<file path="config.mk">
export PLATFORM = sky130hd
export DESIGN_NAME = jgr_ram
export DESIGN_NICKNAME = d
export VERILOG_FILES = /design/src/hdl/jgr_ram.sv
export SDC_FILE = /design/constraint.sdc
export NUM_CORES = 2
export LEC_CHECK = 0
export BUFFER_PORTS_ARGS = -buffer_cell sky130_fd_sc_hd__buf_4
export CAP_MARGIN = 40
export CORE_MARGIN = 5
export CORE_UTILIZATION = 45
export CTS_CLUSTER_SIZE = 8
export DETAILED_ROUTE_END_ITERATION = 10
export SLEW_MARGIN = 20
export SYNTH_ARGS = -nofsm -noshare
export SYNTH_HDL_FRONTEND = slang
export SYNTH_SLANG_ARGS = --single-unit
</file>
<file path="constraint.sdc">
create_clock -name clk -period 5 [get_ports clk]
set_clock_uncertainty 0.15 [all_clocks]
set_input_delay 1 -clock clk [delete_from_list [all_inputs] [get_ports clk]]
set_output_delay 1 -clock clk [all_outputs]
set_load 0.03 [all_outputs]
</file>
<file path="src/hdl/jgr_ram.sv">
`default_nettype none
// ----------------------------------------------------------------------------
// jgr_ram: generic single-write, single-read RAM
// One write port, one read port, read data registered. No reset on contents.
// ----------------------------------------------------------------------------
module jgr_ram #(
  parameter  int WIDTH = 32,
  parameter  int DEPTH = 64,
  localparam int AW    = $clog2(DEPTH)
) (
  input  wire logic             clk,
  input  wire logic             we,
  input  wire logic [AW-1:0]    waddr,
  input  wire logic [WIDTH-1:0] wdata,
  input  wire logic [AW-1:0]    raddr,
  output logic      [WIDTH-1:0] rdata
);

  logic [WIDTH-1:0] mem [DEPTH];

  always_ff @(posedge clk) begin
    if (we) begin
      mem[waddr] <= wdata;
    end
    rdata <= mem[raddr];
  end

endmodule
`default_nettype wire

</file>
==> run_results.csv <==
group,metric,value,unit
pwr,cellPowerDensity,432,nW/um^2
cts,cts_buffers,310,
cells_and_area,final_core_util,52.9,%
cts,cts_tree,"built",
global_routing,antenna_found_initial,5,
placement,port_buffers,77,
setup_path,rr_worst_depth,4,
cts,htree_levels,5,
timing,slew_violations,0,
floorplanning,core.rowCount,153,
pwr,switchingPower,8.24,mW
cts,cts_buffer_depth,4,
cts,cts.sinks,2080,
drt,drc,0,
drt,wl_per_cell,33.4,um
timing,max-slew-margin-rel,41.9,%
global_routing,overflow,0,
placement,hpwl,114000,um
pwr,pwr-share-clk,46.3,%
timing,worst_pin_slew,0.869,ns
cells_and_area,final_area,91900,um^2
timing,setup_viol,0,
timing,fmax,292,MHz
logic_synthesis,synth-edff-count,2048,
logic_synthesis,syn-instance-count,3324,
logic_synthesis,synth_common_cells,"edfxtp_1, mux4_2, nor2_1",
cts,cts-root-buf,"clkbuf_16",
logic_synthesis,avgSynthCellArea,23.6,um^2
timing,finalCriticalPeriod,3.43,ns
pwr,seqPwrFrac,49.0,%
logic_synthesis,synth_top_area_share,78.3,%
placement,gp_congestion,0.776,
pwr,p_int,31.5,mW
run,cap_violations,0,
pwr,pwr-share-comb,4.7,%
logic_synthesis,ys.flop_type,"edfxtp_1",
pwr,sw_frac_of_total,20.8,%
drt,ant_nets,0,
cells_and_area,areaGrowthSynthToFinish,17.0,%
min_path,min_path_cells,1,
cells_and_area,fillers,13200,
logic_synthesis,yosysTopAreaCell,"edfxtp_1",
setup_path,worst_setup_path_end_kind,"register",
outcome,outcome,"complete, no violations",
floorplanning,die_area,183000,um^2
floorplanning,start_util,45.2,%
cells_and_area,drive_above_1_share,30.8,%
drt,vias_per_cell,6.07,
logic_synthesis,synth_area,78500,um^2
drt,first_iter_violations,4243,
setup_path,reg2reg_setup_slack,2.48,ns
floorplanning,die_x,428,um
cts,postCtsSetupRepairBufs,0,
global_routing,grt_pass1_wl,293000,um
logic_synthesis,synth_nets,3370,
drt,first_pass_iters,5,
timing,rsz0062_at_grt,"false",
logic_synthesis,synthArstFlopShare,0,%
cts,cts_resized,0,
floorplanning,ioPinCount,78,
global_routing,grt_start_max_net_pins,65,
timing,hold_viol_final,0,
placement,post_dp_cell_area,83300,um^2
setup_path,required,5.61,ns
cells_and_area,seqCellArea,62100,um^2
cts,cts_hold_buf,0,
cts,clock_latency,0.90,ns
setup_path,crit_fanout,36,
global_routing,grt_pass1_vias,38500,
pwr,total_leakage_power,28.9,nW
logic_synthesis,synth_area_leaders,"edfxtp_1, mux4_2, mux2i_1, dfxtp_1, o22ai_1",
timing,fin_tns_setup,0,ns
drt,vias,37600,
setup_path,startpoint_type,"input port",
timing,hold_slack,0.495,ns
logic_synthesis,yosys_register_bits,2080,
cells_and_area,fin_nets,3756,
logic_synthesis,synth.most_common_cell,"edfxtp_1",
global_routing,grt_util_all_layers,22.8,%
pwr,ir_drop,0.383,mV
pwr,p_total,39.7,mW
cts,clkTransAtPathRegs,0.05,ns
floorplanning,core,174000,um^2
floorplanning,fp.dieH,428,um
logic_synthesis,synth-seq-area-share,79.1,%
cells_and_area,multi_input_area,16000,um^2
min_path,hold_path_class,"input port to register",
logic_synthesis,yosysUniqueCellTypes,34,
drt,wl,207000,um
setup_path,critPathArrivalTime,4.04,ns
logic_synthesis,synth_warnings,0,
timing,min_period_over_period,68.6,%
setup_path,criticalPathCategory,"input port to register",
==> placed cells by master (no fill, tap or decap), types with 3 or more instances in the layout <==
cell       netlist  layout
a21oi_1         62      62
a22oi_1         12      12
a311oi_1         8       8
a41o_1           4       4
and3_1           4       4
buf_12           0      30
buf_4           25     218
buf_6            5       3
buf_8            0       4
clkbuf_1        74     144
clkbuf_16        0     313
dfxtp_1         32      32
diode_2          0       3
edfxtp_1      2048    2048
inv_6            0       7
mux2i_1         93      93
mux4_2         544     544
nand2_1         26      26
nand2b_1         8       7
nand3_1          5       5
nand3b_1         5       5
nor2_1         137      75
nor2_4           0      62
nor2b_1         15      15
nor3_1           7       5
o221ai_1        27      27
o22ai_1         84      84
o32ai_1          4       4
or3_1            3       3
or3b_2           3       3
==> cells by family after synthesis <==
group,share of synthesized area [%]
AOI/OAI and AO/OA,1.67
buffers and inverters,1.13
DFF,79.1
muxes,16.8
and+or+nand+nor,1.27
==> through the flow <==
step / cells / setup slack, ns
4_1_cts: 6186 / 1.54
5_1_grt: 6189 / 1.48
3_3_place_gp: 5717 / 0.533
2_1_floorplan: 3324 / 0.690
6_report: 6192 / 1.57
3_5_place_dp: 5720 / 0.589
==> power by group through the flow <==
stage	Combinational, mW	Sequential (mW)	Clock (mW)
4_1_cts	1.90	19.4	18.7
2_1_floorplan	0.939	19.8	0
6_report	1.87	19.4	18.4
5_1_grt	1.98	19.4	19.5
3_3_place_gp	1.87	19.8	0
3_5_place_dp	1.89	19.8	0
==> state kept, by name, summed over array words and instances (netlist names) <==
name and flops:
mem 2048, rdata 32
==> critical path, stage by stage <==
cell     delay (ns)
buf_8          0.41
buf_12         0.33
buf_12         0.22
buf_4          0.23
mux4_2         0.52
mux4_2         0.52
o22ai_1        0.58
nor2_1         0.11
==> cell type report <==
type | instances | share of cell area (%)
flip-flops and latches | 2080 | 67.7
multi-input cells | 1062 | 17.4
clock buffers | 457 | 9.12
well taps | 2325 | 3.17
repair buffers | 256 | 2.57
clock inverters | 9 | 0.104
diodes | 3 | 0.00817
==> metal layers <==
| layer | share of wire [%] | track usage (%) | up-vias |
|---|---|---|---|
| met5 | 0.0063 | 0 | - |
| met4 | 2.7 | 6.41 | 2 |
| met3 | 8.1 | 4.27 | 313 |
| met2 | 48 | 36.1 | 1765 |
| met1 | 41 | 32.8 | 20400 |
| li1 | - | - | 15000 |
==> path summary, 6_finish.rpt <==
path / from / end
worst max-delay path: raddr[0] / rdata[1]$_DFF_P_
worst max register to register: mem[31][30]$_DFFE_PP_ / rdata[30]$_DFF_P_
worst min register to register: mem[12][20]$_DFFE_PP_ / rdata[20]$_DFF_P_
worst min-delay path: wdata[6] / mem[39][6]$_DFFE_PP_
Power figures use the tool's default switching activity.
